===== src/hdl/dda_line_pixel_stepper_unit_macros.svh =====
// Assertion macros shared by the line pixel stepper RTL.
// No dependencies; included by the modules that carry assertions.
`ifndef DDA_LINE_PIXEL_STEPPER_UNIT_MACROS_SVH
`define DDA_LINE_PIXEL_STEPPER_UNIT_MACROS_SVH

// Check a property at every rising clock edge outside reset.
`define DLPS_ASSERT(name, clk, rstn, prop, msg) \
  name: assert property (@(posedge clk) disable iff (!rstn) (prop)) else $error(msg);

// Check that a condition implies another one in the next cycle.
`define DLPS_ASSERT_NEXT(name, clk, rstn, pre, post, msg) \
  name: assert property (@(posedge clk) disable iff (!rstn) (pre) |=> (post)) \
    else $error(msg);

`endif


===== src/hdl/dlps_pkg.sv =====
// Package for the line pixel stepper: payload structs, codes, FSM state,
// and controller/datapath command and status types. No dependencies.
package dlps_pkg;

  localparam int unsigned COORD_BITS = 12;
  localparam int unsigned DIFF_BITS  = COORD_BITS + 1;

  localparam logic REQ_LOAD = 1'b0;
  localparam logic REQ_STEP = 1'b1;

  typedef struct packed {
    logic                         req_type;
    logic signed [COORD_BITS-1:0] start_x;
    logic signed [COORD_BITS-1:0] start_y;
    logic signed [COORD_BITS-1:0] end_x;
    logic signed [COORD_BITS-1:0] end_y;
  } dlps_in_t;

  typedef struct packed {
    logic signed [COORD_BITS-1:0] pixel_x;
    logic signed [COORD_BITS-1:0] pixel_y;
    logic                         last_pixel;
  } dlps_out_t;

  typedef enum logic {
    ST_IDLE,
    ST_DIV
  } dlps_state_e;

  typedef struct packed {
    logic load;    // latch line setup, start the divider
    logic step;    // emit the current pixel and advance
    logic finish;  // write the minor increment from the quotient
  } dlps_cmd_t;

  typedef struct packed {
    logic div_done;
    logic have_pixels;
  } dlps_sts_t;

endpackage


===== src/hdl/dlps_div.sv =====
// Iterative restoring divider for unsigned operands, one quotient bit per cycle.
// Standalone; used by dlps_datapath for the minor increment.
module dlps_div #(
  parameter int unsigned DIVIDEND_W = 29,
  parameter int unsigned DIVISOR_W  = 13
) (
  input  logic                  clk_i,
  input  logic                  rst_ni,
  input  logic                  start_i,
  input  logic [DIVIDEND_W-1:0] dividend_i,
  input  logic [DIVISOR_W-1:0]  divisor_i,
  output logic [DIVIDEND_W-1:0] quotient_o,
  output logic                  done_o
);

  localparam int unsigned CNT_W = (DIVIDEND_W > 1) ? $clog2(DIVIDEND_W) : 1;

  logic                  busy_q, busy_d;
  logic                  done_q, done_d;
  logic [CNT_W-1:0]      cnt_q, cnt_d;
  logic [DIVIDEND_W-1:0] quo_q, quo_d;
  logic [DIVISOR_W-1:0]  rem_q, rem_d;
  logic [DIVISOR_W-1:0]  dvs_q, dvs_d;
  logic [DIVISOR_W:0]    rem_shift;
  logic [DIVISOR_W:0]    rem_sub;
  logic                  fits;

  always_comb begin
    rem_shift = {rem_q, quo_q[DIVIDEND_W-1]};
    rem_sub   = rem_shift - {1'b0, dvs_q};
    fits      = (rem_shift >= {1'b0, dvs_q});
  end

  always_comb begin
    busy_d = busy_q;
    done_d = 1'b0;
    cnt_d  = cnt_q;
    quo_d  = quo_q;
    rem_d  = rem_q;
    dvs_d  = dvs_q;
    if (start_i) begin
      busy_d = 1'b1;
      cnt_d  = '0;
      quo_d  = dividend_i;
      rem_d  = '0;
      dvs_d  = divisor_i;
    end else if (busy_q) begin
      quo_d = {quo_q[DIVIDEND_W-2:0], fits};
      rem_d = fits ? rem_sub[DIVISOR_W-1:0] : rem_shift[DIVISOR_W-1:0];
      cnt_d = cnt_q + CNT_W'(1);
      if (cnt_q == CNT_W'(DIVIDEND_W - 1)) begin
        busy_d = 1'b0;
        done_d = 1'b1;
      end
    end
  end

  always_ff @(posedge clk_i or negedge rst_ni) begin
    if (!rst_ni) begin
      busy_q <= 1'b0;
      done_q <= 1'b0;
      cnt_q  <= '0;
    end else begin
      busy_q <= busy_d;
      done_q <= done_d;
      cnt_q  <= cnt_d;
    end
  end

  always_ff @(posedge clk_i) begin
    quo_q <= quo_d;
    rem_q <= rem_d;
    dvs_q <= dvs_d;
  end

  assign quotient_o = quo_q;
  assign done_o     = done_q;

endmodule


===== src/hdl/dlps_datapath.sv =====
// Line stepper datapath: endpoint setup, minor accumulator, major counter,
// output register. Depends on dlps_pkg and dlps_div.
module dlps_datapath #(
  parameter int unsigned FRAC_BITS = 16
) (
  input  logic                clk_i,
  input  logic                rst_ni,
  input  dlps_pkg::dlps_cmd_t cmd_i,
  output dlps_pkg::dlps_sts_t sts_o,
  input  dlps_pkg::dlps_in_t  in_data_i,
  output dlps_pkg::dlps_out_t out_data_o
);
  import dlps_pkg::*;

  localparam int unsigned ACC_W = DIFF_BITS + FRAC_BITS;

  logic signed [DIFF_BITS-1:0] dx, dy, mdelta;
  logic [DIFF_BITS-1:0]        adx, ady, len, amdelta;
  logic                        sel_x;
  logic [COORD_BITS-1:0]       mstart, major_start;
  logic [ACC_W-1:0]            dividend, quotient, neg_quotient;
  logic                        div_done;

  logic [COORD_BITS-1:0] major_q, major_d;
  logic [ACC_W-1:0]      accum_q, accum_d;
  logic [ACC_W-1:0]      inc_q, inc_d;
  logic                  neg_q, neg_d;
  logic                  is_x_q, is_x_d;
  logic [DIFF_BITS-1:0]  left_q, left_d;
  logic                  mneg_q, mneg_d;
  logic                  zero_len_q, zero_len_d;
  dlps_out_t             out_q, out_d;

  logic [ACC_W-1:0]      minor_adj;
  logic [COORD_BITS-1:0] minor_int;

  // Line setup from the endpoints
  always_comb begin
    dx = $signed({in_data_i.end_x[COORD_BITS-1], in_data_i.end_x})
       - $signed({in_data_i.start_x[COORD_BITS-1], in_data_i.start_x});
    dy = $signed({in_data_i.end_y[COORD_BITS-1], in_data_i.end_y})
       - $signed({in_data_i.start_y[COORD_BITS-1], in_data_i.start_y});
    adx         = dx[DIFF_BITS-1] ? DIFF_BITS'(-dx) : DIFF_BITS'(dx);
    ady         = dy[DIFF_BITS-1] ? DIFF_BITS'(-dy) : DIFF_BITS'(dy);
    sel_x       = (adx >= ady);
    len         = sel_x ? adx : ady;
    amdelta     = sel_x ? ady : adx;
    mdelta      = sel_x ? dy : dx;
    mstart      = sel_x ? in_data_i.start_y : in_data_i.start_x;
    major_start = sel_x ? in_data_i.start_x : in_data_i.start_y;
    dividend    = {amdelta, {FRAC_BITS{1'b0}}};
  end

  dlps_div #(
    .DIVIDEND_W(ACC_W),
    .DIVISOR_W (DIFF_BITS)
  ) u_div (
    .clk_i      (clk_i),
    .rst_ni     (rst_ni),
    .start_i    (cmd_i.load),
    .dividend_i (dividend),
    .divisor_i  (len),
    .quotient_o (quotient),
    .done_o     (div_done)
  );

  assign neg_quotient = ACC_W'(-quotient);

  // Truncate the minor coordinate toward zero
  always_comb begin
    minor_adj = accum_q + (accum_q[ACC_W-1] ? {{DIFF_BITS{1'b0}}, {FRAC_BITS{1'b1}}}
                                            : {ACC_W{1'b0}});
    minor_int = minor_adj[FRAC_BITS +: COORD_BITS];
  end

  always_comb begin
    major_d    = major_q;
    accum_d    = accum_q;
    inc_d      = inc_q;
    neg_d      = neg_q;
    is_x_d     = is_x_q;
    left_d     = left_q;
    mneg_d     = mneg_q;
    zero_len_d = zero_len_q;
    out_d      = out_q;
    if (cmd_i.load) begin
      major_d    = major_start;
      accum_d    = {{(DIFF_BITS - COORD_BITS){mstart[COORD_BITS-1]}}, mstart,
                    {FRAC_BITS{1'b0}}};
      neg_d      = sel_x ? dx[DIFF_BITS-1] : dy[DIFF_BITS-1];
      is_x_d     = sel_x;
      left_d     = len;
      mneg_d     = mdelta[DIFF_BITS-1];
      zero_len_d = (len == '0);
    end
    if (cmd_i.finish) begin
      inc_d = zero_len_q ? '0 : (mneg_q ? neg_quotient : quotient);
    end
    if (cmd_i.step) begin
      out_d.pixel_x    = is_x_q ? major_q : minor_int;
      out_d.pixel_y    = is_x_q ? minor_int : major_q;
      out_d.last_pixel = (left_q == DIFF_BITS'(1));
      major_d          = neg_q ? major_q - COORD_BITS'(1) : major_q + COORD_BITS'(1);
      accum_d          = accum_q + inc_q;
      left_d           = left_q - DIFF_BITS'(1);
    end
  end

  always_ff @(posedge clk_i or negedge rst_ni) begin
    if (!rst_ni) begin
      major_q    <= '0;
      accum_q    <= '0;
      inc_q      <= '0;
      neg_q      <= 1'b0;
      is_x_q     <= 1'b1;
      left_q     <= '0;
      mneg_q     <= 1'b0;
      zero_len_q <= 1'b1;
    end else begin
      major_q    <= major_d;
      accum_q    <= accum_d;
      inc_q      <= inc_d;
      neg_q      <= neg_d;
      is_x_q     <= is_x_d;
      left_q     <= left_d;
      mneg_q     <= mneg_d;
      zero_len_q <= zero_len_d;
    end
  end

  always_ff @(posedge clk_i) begin
    out_q <= out_d;
  end

  assign sts_o.div_done    = div_done;
  assign sts_o.have_pixels = (left_q != '0);
  assign out_data_o        = out_q;

endmodule


===== src/hdl/dlps_ctrl.sv =====
// Line stepper controller: accepts transactions, sequences the load divide,
// and owns the output valid flag. Depends on dlps_pkg and the macros header.
`include "dda_line_pixel_stepper_unit_macros.svh"

module dlps_ctrl (
  input  logic                clk_i,
  input  logic                rst_ni,
  input  logic                in_valid_i,
  input  logic                req_type_i,
  output logic                in_stall_o,
  output logic                out_valid_o,
  input  logic                out_stall_i,
  input  dlps_pkg::dlps_sts_t sts_i,
  output dlps_pkg::dlps_cmd_t cmd_o
);
  import dlps_pkg::*;

  dlps_state_e state_q, state_d;
  logic        out_valid_q, out_valid_d;
  logic        in_accept;
  dlps_cmd_t   cmd;

  // Next state
  always_comb begin
    state_d = state_q;
    case (state_q)
      ST_IDLE: begin
        if (cmd.load) state_d = ST_DIV;
      end
      ST_DIV: begin
        if (sts_i.div_done) state_d = ST_IDLE;
      end
      default: state_d = ST_IDLE;
    endcase
  end

  // Outputs
  always_comb begin
    in_stall_o = (state_q != ST_IDLE) || (out_valid_q && out_stall_i);
    in_accept  = in_valid_i && !in_stall_o;
    cmd.load   = in_accept && (req_type_i == REQ_LOAD);
    // drop a step request when the line is exhausted
    cmd.step   = in_accept && (req_type_i == REQ_STEP) && sts_i.have_pixels;
    cmd.finish = (state_q == ST_DIV) && sts_i.div_done;
    if (cmd.step) begin
      out_valid_d = 1'b1;
    end else if (!out_stall_i) begin
      out_valid_d = 1'b0;
    end else begin
      out_valid_d = out_valid_q;
    end
  end

  always_ff @(posedge clk_i or negedge rst_ni) begin
    if (!rst_ni) begin
      state_q     <= ST_IDLE;
      out_valid_q <= 1'b0;
    end else begin
      state_q     <= state_d;
      out_valid_q <= out_valid_d;
    end
  end

  assign out_valid_o = out_valid_q;
  assign cmd_o       = cmd;

  `DLPS_ASSERT_NEXT(a_load_enters_div, clk_i, rst_ni, cmd.load, state_q == ST_DIV, "load did not start divide")
  `DLPS_ASSERT(a_no_overwrite, clk_i, rst_ni, !(cmd.step && out_valid_q && out_stall_i), "pending pixel overwritten")
  `DLPS_ASSERT(a_done_in_div, clk_i, rst_ni, !sts_i.div_done || (state_q == ST_DIV), "divider done outside divide")
  `DLPS_ASSERT(a_cmd_exclusive, clk_i, rst_ni, !(cmd.load && cmd.step), "load and step together")

endmodule


===== src/hdl/dda_line_pixel_stepper_unit.sv =====
// Line pixel stepper top level: joins the controller and the datapath.
// Depends on dlps_pkg, dlps_ctrl, dlps_datapath and dlps_div.
//
// Usage:
//   Input channel (in_valid_i / in_stall_o / in_data_i) carries two kinds of
//   transaction. A load (req_type 0) sets up a line from start to end point;
//   it gives no result. A step (req_type 1) emits the next pixel of the line
//   on the output channel (out_valid_o / out_stall_i / out_data_o), with
//   last_pixel set on the final one. The end point itself is never emitted;
//   a step with no pixels left gives no result.
//   A pixel appears in the output register in the cycle after its step
//   is accepted. Steps are taken one per cycle while the output drains.
//   A load starts a divide: the minor increment comes from a restoring
//   divider producing one quotient bit per cycle; no transaction is
//   accepted until it finishes.
//   When the receiver stalls, the pending pixel holds in the output register
//   and in_stall_o stays high for as long as it waits.
//   Reset clears any loaded line (no pixels left, x major) and drops the
//   pending output.
module dda_line_pixel_stepper_unit #(
  parameter int unsigned FRAC_BITS = 16
) (
  input  logic                clk_i,
  input  logic                rst_ni,
  input  logic                in_valid_i,
  output logic                in_stall_o,
  input  dlps_pkg::dlps_in_t  in_data_i,
  output logic                out_valid_o,
  input  logic                out_stall_i,
  output dlps_pkg::dlps_out_t out_data_o
);
  import dlps_pkg::*;

  dlps_cmd_t cmd;
  dlps_sts_t sts;

  dlps_ctrl u_ctrl (
    .clk_i       (clk_i),
    .rst_ni      (rst_ni),
    .in_valid_i  (in_valid_i),
    .req_type_i  (in_data_i.req_type),
    .in_stall_o  (in_stall_o),
    .out_valid_o (out_valid_o),
    .out_stall_i (out_stall_i),
    .sts_i       (sts),
    .cmd_o       (cmd)
  );

  dlps_datapath #(
    .FRAC_BITS(FRAC_BITS)
  ) u_datapath (
    .clk_i      (clk_i),
    .rst_ni     (rst_ni),
    .cmd_i      (cmd),
    .sts_o      (sts),
    .in_data_i  (in_data_i),
    .out_data_o (out_data_o)
  );

endmodule


===== config.mk =====
export PLATFORM = sky130hd
export DESIGN_NAME = dda_line_pixel_stepper_unit
export DESIGN_NICKNAME = d
export VERILOG_FILES = /design/src/hdl/dlps_pkg.sv /design/src/hdl/dlps_div.sv /design/src/hdl/dlps_datapath.sv /design/src/hdl/dlps_ctrl.sv /design/src/hdl/dda_line_pixel_stepper_unit.sv
export VERILOG_INCLUDE_DIRS = /design/src /design/src/hdl
export SDC_FILE = /design/constraint.sdc
export NUM_CORES = 1
export LEC_CHECK = 0
export ABC_AREA = 1
export BUFFER_PORTS_ARGS = -buffer_cell sky130_fd_sc_hd__buf_2
export CAP_MARGIN = 25
export CORE_AREA = 2 2 194 196
export CTS_CLUSTER_DIAMETER = 40
export DETAILED_ROUTE_END_ITERATION = 16
export DIE_AREA = 0 0 196 198
export GPL_TIMING_DRIVEN = 0
export SLEW_MARGIN = 40
export SYNTH_ARGS = -nofsm -noshare
export SYNTH_HDL_FRONTEND = slang
export SYNTH_SLANG_ARGS = --single-unit
export TNS_END_PERCENT = 30

===== constraint.sdc =====
create_clock -name clk_i -period 3.9 [get_ports clk_i]
set_input_delay 0.585 -clock clk_i [delete_from_list [all_inputs] [get_ports clk_i]]
set_output_delay 0.585 -clock clk_i [all_outputs]
set_load 0.01 [all_outputs]

==> results of run 1 <==
sequential cells by signal, indices dropped and copies added, names as in the netlist:
| signal | cells |
|---|---|
| u_ctrl.out_valid_o | 1 |
| u_datapath.major_q | 12 |
| u_datapath.u_div.cnt_q | 5 |
| u_datapath.left_q | 13 |
| u_datapath.u_div.busy_q | 1 |
| u_datapath.u_div.rem_q | 13 |
| u_datapath.inc_q | 29 |
| u_datapath.accum_q | 29 |
| u_datapath.is_x_q | 1 |
| u_datapath.u_div.dvs_q | 13 |
| u_ctrl.state_q | 1 |
| u_datapath.u_div.done_o | 1 |
| u_datapath.u_div.quotient_o | 29 |
| u_datapath.out_data_o | 25 |
| u_datapath.mneg_q | 1 |
| u_datapath.neg_q | 1 |
| u_datapath.zero_len_q | 1 |
cells by family (layout without fill, tap and decap cells):
group,after synthesis,in the layout,synth area share
AND/OR/NAND/NOR,974,974,0.2902
AO/OA/AOI/OAI,456,456,0.1811
buffers and inverters,316,473,0.08516
flip-flops,176,176,0.3105
adder cells (fa/ha/maj),116,116,0.1024
XOR/XNOR,50,50,0.03062
final timing paths:
| path | start | to | cells after the start |
|---|---|---|---|
| worst max-delay path | in_data_i[24] | u_datapath.zero_len_q | 26 |
| worst min-delay path | rst_ni | u_datapath.inc_q[8] | 1 |
| worst max register to register | u_ctrl.state_q | u_datapath.u_div.quotient_o[16] | 9 |
| worst min register to register | u_datapath.u_div.done_o | u_ctrl.state_q | 1 |
| max in group asynchronous | rst_ni | u_datapath.zero_len_q | 2 |
| min in group clk_i | out_stall_i | u_ctrl.out_valid_o | 3 |
layout by cell type, fill, tap and decap left out, types with 47 or more instances in the layout:
master    instances
a21oi_1         140
buf_2            83
dfrtp_1          94
edfxtp_1         51
ha_1             93
inv_1           241
nand2_1         503
nand2_2          47
nand3_1         115
nor2_1          169
o21ai_0         155
worst max-delay path, cell delays in order:
cell and delay (ns):
buf_6 0.11, ha_4 0.16, fa_2 0.58, ha_4 0.16, inv_4 0.04, nor2_4 0.11, nand2_2 0.09, nor2_4 0.13
nand3_1 0.08, nor2_1 0.15, nand4_1 0.24, ha_4 0.37, nand3_1 0.07, nor3_1 0.18, nand3b_1 0.14, nand3_4 0.18
inv_6 0.06, buf_12 0.12, buf_16 0.13, nand3_4 0.07, nand2_4 0.07, nor2_4 0.11, nand3_2 0.07, nor2_2 0.16
nand3_2 0.09, nand2_1 0.06
layer usage:
layer / global-route usage / part of all wire / vias up
met3: 0.03321 / 0.046 / 74
met2: 0.4244 / 0.48 / 398
met1: 0.3236 / 0.45 / 6963
met5: 0 / 0 / -
li1: - / - / 7317
met4: 0.07127 / 0.023 / 0
power breakdown:
part / total, mW / internal (mW) / switching, mW / leakage (nW)
combinational: 9.10 / 3.39 / 5.72 / 6.18
clock: 1.63 / 0.840 / 0.790 / 0.265
sequential: 3.55 / 2.72 / 0.834 / 1.83
through the flow:
step                cells  hold slack [ns]
finish               2719          0.02130
global route         2719          0.03956
CTS                  2695          0.01561
detailed placement   2642           0.4512
global placement     2641           0.4358
floorplan            2088           0.2894
final cells by class:
| type | instances | area share |
|---|---|---|
| multi-input combinational | 1596 | 0.5470 |
| sequential | 176 | 0.2606 |
| inverter | 267 | 0.05927 |
| timing repair buffer | 125 | 0.05133 |
| tap | 474 | 0.03422 |
| clock buffer | 21 | 0.02599 |
| buffer | 49 | 0.01682 |
| clock inverter | 11 | 0.004693 |
timing repair:
item,4_1_cts,5_1_grt
setup buffers,20,23
gates resized for setup,69,125
gates cloned,1,1
pin swaps,39,44
setup endpoints to repair,68,68
==> flow_summary.toml, run 1 <==
[sta]
rsz0062_at_grt = "true"
fin_crit_sh = 1.012
fin_setup_tns_ns = -0.05710
slew_headroom = 0.4866
slew_viol_final = 0
skew_ns = 0.009489
layout_min_cycle_time_ns = 3.946
setup_ws_ns = -0.04565
tightest_slew_ns = 0.7701
setup_viol_count_final = 2
hold_violations = 0
max_freq_mhz = 253.4

[cells_and_area]
drive_gt1_frac = 0.1688
fillers = 3805
fin_nets = 2401
stdcell_area_um2 = 17330
multi_input_area_um2 = 9480
areaGrowthSynthToFinish_pct = 19.15
n_antenna_cell = 0
final_core_util = 0.4690
ff_latch_area_um2 = 4517

[worst_setup_path]
critPathMaxFanout = 7
critPathArrivalTime_ns = 4.34
crit_type = "in2reg"
worst-r2r-setup-slack_ns = 0.34
crit_path_end_kind = "flop"
worstPathRequired_ns = 4.30
start_kind = "primary input"

[run_status]
outcome = "finished, violations left"
violations = "setup timing"

[flow_run]
max_cap_viol_count = 0

[synth]
synthCells = 2088
syn-cell-area_um2 = 14550
yosys.area.top_type = "dfrtp_1"
ys_seq_area_frac = 0.3105
synth_common_cells = "nand2_1 (538), inv_1 (253), nor2_1 (177)"
synth_cell_types = 60
async_flop_share = 0.5455
yosysMostFrequentCell = "nand2_1"
syn_area_per_cell_um2 = 6.966
ys.warnings.count = 0
synthFlopType = "dfrtp_1"
synth_area_leaders = "dfrtp_1 (16%), nand2_1 (14%), edfxtp_1 (11%)"
synth_edf_count = 51
synth_nets = 2257
synth_largest_type_area_fraction = 0.1617
ys_ff_latch = 176

[clock_tree]
cts_buffers = 17
clk_path_buf_depth = 2
cts_hold_buffers = 0
clock-sinks = 176
cts_tree = "yes"
clk_pin_slew_worst_paths_ns = 0.07
cts_htree_levels = 4
clockRootBuffer = "clkbuf_16"
clk_latency_ns = 0.46

[floorplanning]
fp-row-count = 71
fp.dieH_um = 198
chipWidth_um = 196
dieArea_um2 = 38810
ios = 80
fp.coreArea_um2 = 36960
start_util = 0.3936

[global_route]
grt_max_degree = 55
grt_antenna_before_repair = 0
grt_pass1_wl_um = 74330
overflow = 0
grt_pass1_vias = 13744
grt_usage = 0.2466

[detailed_routing]
wl_um = 48570
vias_per_cell = 5.426
post_drt_wl_per_cell_um = 17.86
vias = 14752
drt_iter0_drc = 1114
drc = 0
drtAntennaViolNets = 0
dr.pass1.iters = 5

[place]
dp_hpwl_um = 38310
place_area_um2 = 15650
port_buffers = 79
place_congestion = 0.9297
pre_cts_slack_ns = -1.235

[pwr]
peakVddDrop_mv = 0.4065
leakage_nw = 8.271
p_per_area_nw_per_um2 = 824.5
power_mw = 14.29

[min_path]
hold_class = "in2async"
Power figures use the tool's default switching activity.
==> inputs of run 2 (changes only) <==
ABC_AREA = default   (was 1)
CORE_AREA = 2 2 185 187   (was 2 2 194 196)
DIE_AREA = 0 0 187 189   (was 0 0 196 198)
==> run 2 against run 1 <==
  * The run still ends with setup timing left
  * Sequential power grew 3%
  * Wire length decreased by 15%
  * Setup slack lost 0.98 ns
  * Clock skew rose by 0.0046 ns
  * Worst hold slack improved by 0.038 ns
  * Die area is 8.9% lower
  * Area after synthesis is 9.3% lower
  * Combinational power barely moved
==> flow_summary.toml, run 2 <==
[pwr]
clkPwrFrac = 0.123
combPwrFrac = 0.626
seqPwrFrac = 0.251
p_sw_frac = 0.4408
leakage_nw = 7.301
p_int_mw = 8.137
p_switching_mw = 6.413
p_per_area_nw_per_um2 = 886.2
peakVddDrop_mv = 0.3393

[detailed_routing]
top_layer = "met4"
vias_per_cell = 5.664
drt_iter0_drc = 770
drc = 0
wl_um = 41230
post_drt_wl_per_cell_um = 19.43
dr.pass1.iters = 5
drtAntennaViolNets = 0
drt-met1-wl_um = 18510
wl_met2_um = 19700
vias = 12019
met3_wirelength_um = 2053

[floorplanning]
ios = 80
fp.coreArea_um2 = 33280
fp.dieH_um = 189
dieArea_um2 = 35340
fp-row-count = 67
chipWidth_um = 187
start_util = 0.3964

[sta]
tightest_slew_ns = 0.7641
whs_ns = 0.05955
slew_headroom = 0.4906
rsz0062_at_grt = "true"
fin_crit_sh = 1.262
layout_min_cycle_time_ns = 4.922
hold_violations = 0
setup_viol_count_final = 69
max_freq_mhz = 203.2
skew_ns = 0.01411
setup_ws_ns = -1.022
slew_viol_final = 0

[clock_tree]
cts_tree = "yes"
cts_hold_buffers = 0
clk_path_buf_depth = 2
cts_buffers = 17
clockRootBuffer = "clkbuf_16"
clk_latency_ns = 0.45
cts_htree_levels = 4
clock-sinks = 176
clk_pin_slew_worst_paths_ns = 0.07

[synth]
ys_ff_latch = 176
synth_largest_type_area_fraction = 0.1783
synth_common_cells = "nand2_1 (138), o21ai_0 (124), nor2_1 (113)"
yosys.area_share.simple = 0.1651
synth_top_family_by_area = "compound AO/OA/AOI/OAI gates"
synthCells = 1497
synth_area_leaders = "dfrtp_1 (18%), edfxtp_1 (12%), ha_1 (11%)"
synth_fa_ha_area_frac = 0.1129
synth_edf_count = 51
synth_cell_types = 71
yosysMostFrequentCell = "nand2_1"
syn_area_per_cell_um2 = 8.813
async_flop_share = 0.5455
synth_xor_area_frac = 0.07635
syn-cell-area_um2 = 13190
synth-compound-area-share = 0.2149
synthMuxAreaShare = 0.04543
synthFlopType = "dfrtp_1"
ys_seq_area_frac = 0.3424
ys.warnings.count = 0
yosys.area.top_type = "dfrtp_1"
synth_nets = 1666

[worst_setup_path]
critPathMaxFanout = 6
worstPathRequired_ns = 4.27
start_kind = "primary input"
crit_path_top_delay_cell = "or4_4"
critical-path-max-stage-delay_ns = 0.44
worst-r2r-setup-slack_ns = -0.05
crit_type = "in2reg"
cpMostUsedCell = "buf_4"
crit_path_end_kind = "flop"
path_cells = "buf_4, inv_1, ha_1, nor2b_1, o2111a_1, or4_4, a22oi_2, nand4_1, buf_4, o21ai_0, xor2_1, ha_1, a211oi_1, nand2_1, o21ai_1, and3_1, buf_8, clkbuf_16, buf_6, buf_4, buf_8, nand2_1, a311o_1, o21ai_1"
critPathArrivalTime_ns = 5.30

[place]
place_congestion = 0.8836
place_area_um2 = 14320
dp_hpwl_um = 30570
port_buffers = 79

[run_status]
violations = "setup timing"
outcome = "finished, violations left"

[cells_and_area]
n_antenna_cell = 0
fin_nets = 1830
drive_gt1_frac = 0.2091
fillers = 3123
stdcell_area_um2 = 16420
mostFrequentLayoutCell = "nand2_1"
areaGrowthSynthToFinish_pct = 24.45
final_cell_mix = "nand2_1 (125), nor2_1 (110), ha_1 (103)"

[global_route]
grt_antenna_before_repair = 0
grt_pass1_vias = 11530
grt_max_degree = 52
grt_pass1_wl_um = 62650
overflow = 0
grt_usage = 0.2266

[flow_run]
max_cap_viol_count = 0

[min_path]
hold_class = "in2async"
-- run 2: changes by cell type in the layout (fill, tap and decap cells not counted), sizes merged, moves of 60 or more --
cell   delta
a21oi    -62
nand3    -84
nand2   -433
inv     -181
nor2     -76
o21ai    -60
-- run 2: critical path: cells and delay by family --
family	cells	cell delay (ns)
compound gates	7	1.73
simple gates	6	1.15
buf+inv	8	0.99
fa+ha+maj	2	0.56
xor+xnor	1	0.24
-- run 2: worst paths after layout --
check,startpoint,to,cells past startpoint
min in group clk_i,out_stall_i,u_ctrl.out_valid_o,3
hold reg to reg,u_datapath.u_div.done_o,u_ctrl.state_q,1
setup reg to reg,u_datapath.u_div.quotient_o[0],u_datapath.inc_q[22],12
setup / recovery,in_data_i[25],u_datapath.accum_q[16],24
hold / removal,rst_ni,u_datapath.accum_q[11],1
max in group asynchronous,rst_ni,u_datapath.is_x_q,2
-- run 2: final cells by class --
| type | count | area (µm²) | area share |
|---|---|---|---|
| buffer | 62 | 442.9 | 0.02698 |
| sequential | 176 | 4518 | 0.2752 |
| inverter | 85 | 326.6 | 0.01989 |
| clock inverter | 10 | 122.6 | 0.007468 |
| tap | 448 | 560.5 | 0.03414 |
| clock buffer | 22 | 485.5 | 0.02957 |
| timing repair buffer | 149 | 1116 | 0.06798 |
| multi-input combinational | 1170 | 8846 | 0.5388 |
-- run 2: cell families (layout without fill, tap and decap cells) --
kind of cell               count (synthesis)  in the layout
and+or+nand+nor                          457            457
AOI/OAI and AO/OA                        425            425
DFF                                      176            176
buffers and inverters                    151            328
adders and majority gates                116            116
xor gates and xnor gates                 115            115
muxes                                     57             57
-- run 2: stage by stage --
stage	setup slack, ns	total power [mW]	std cells	setup TNS [ns]	util
after floorplan	-0.8261	8.848	1497	-47.67	-
after detailed placement	-2.193	10.77	2025	-120.78	0.4304
final	-1.022	14.55	2122	-55.28	0.4933
after CTS	-1.138	13.57	2093	-55.82	0.4716
after global placement	-2.569	10.62	2024	-144.50	0.4288
after global routing	-1.148	15.58	2122	-62.54	0.4933
-- run 2: metal layers --
| metal | vias to the layer above | track usage |
|---|---|---|
| met5 | - | 0 |
| met4 | 0 | 0.06685 |
| met3 | 63 | 0.03225 |
| met2 | 339 | 0.3830 |
| met1 | 5802 | 0.3017 |
| li1 | 5815 | - |
-- run 2: repair_timing --
action	CTS	global route
cloned	1	3
resized for setup	120	124
setup endpoints to repair	84	91
pin swaps	35	52
hold endpoints to repair	0	0
setup buffers	38	33
-- run 2: power groups by stage --
| stage | Combinational (mW) | Sequential (mW) | Clock, mW |
|---|---|---|---|
| 2_1_floorplan | 5.51 | 3.34 | 0 |
| 3_3_place_gp | 6.99 | 3.63 | 0 |
| 3_5_place_dp | 7.13 | 3.64 | 0 |
| 4_1_cts | 8.14 | 3.62 | 1.81 |
| 5_1_grt | 9.96 | 3.73 | 1.89 |
| 6_report | 9.11 | 3.65 | 1.79 |
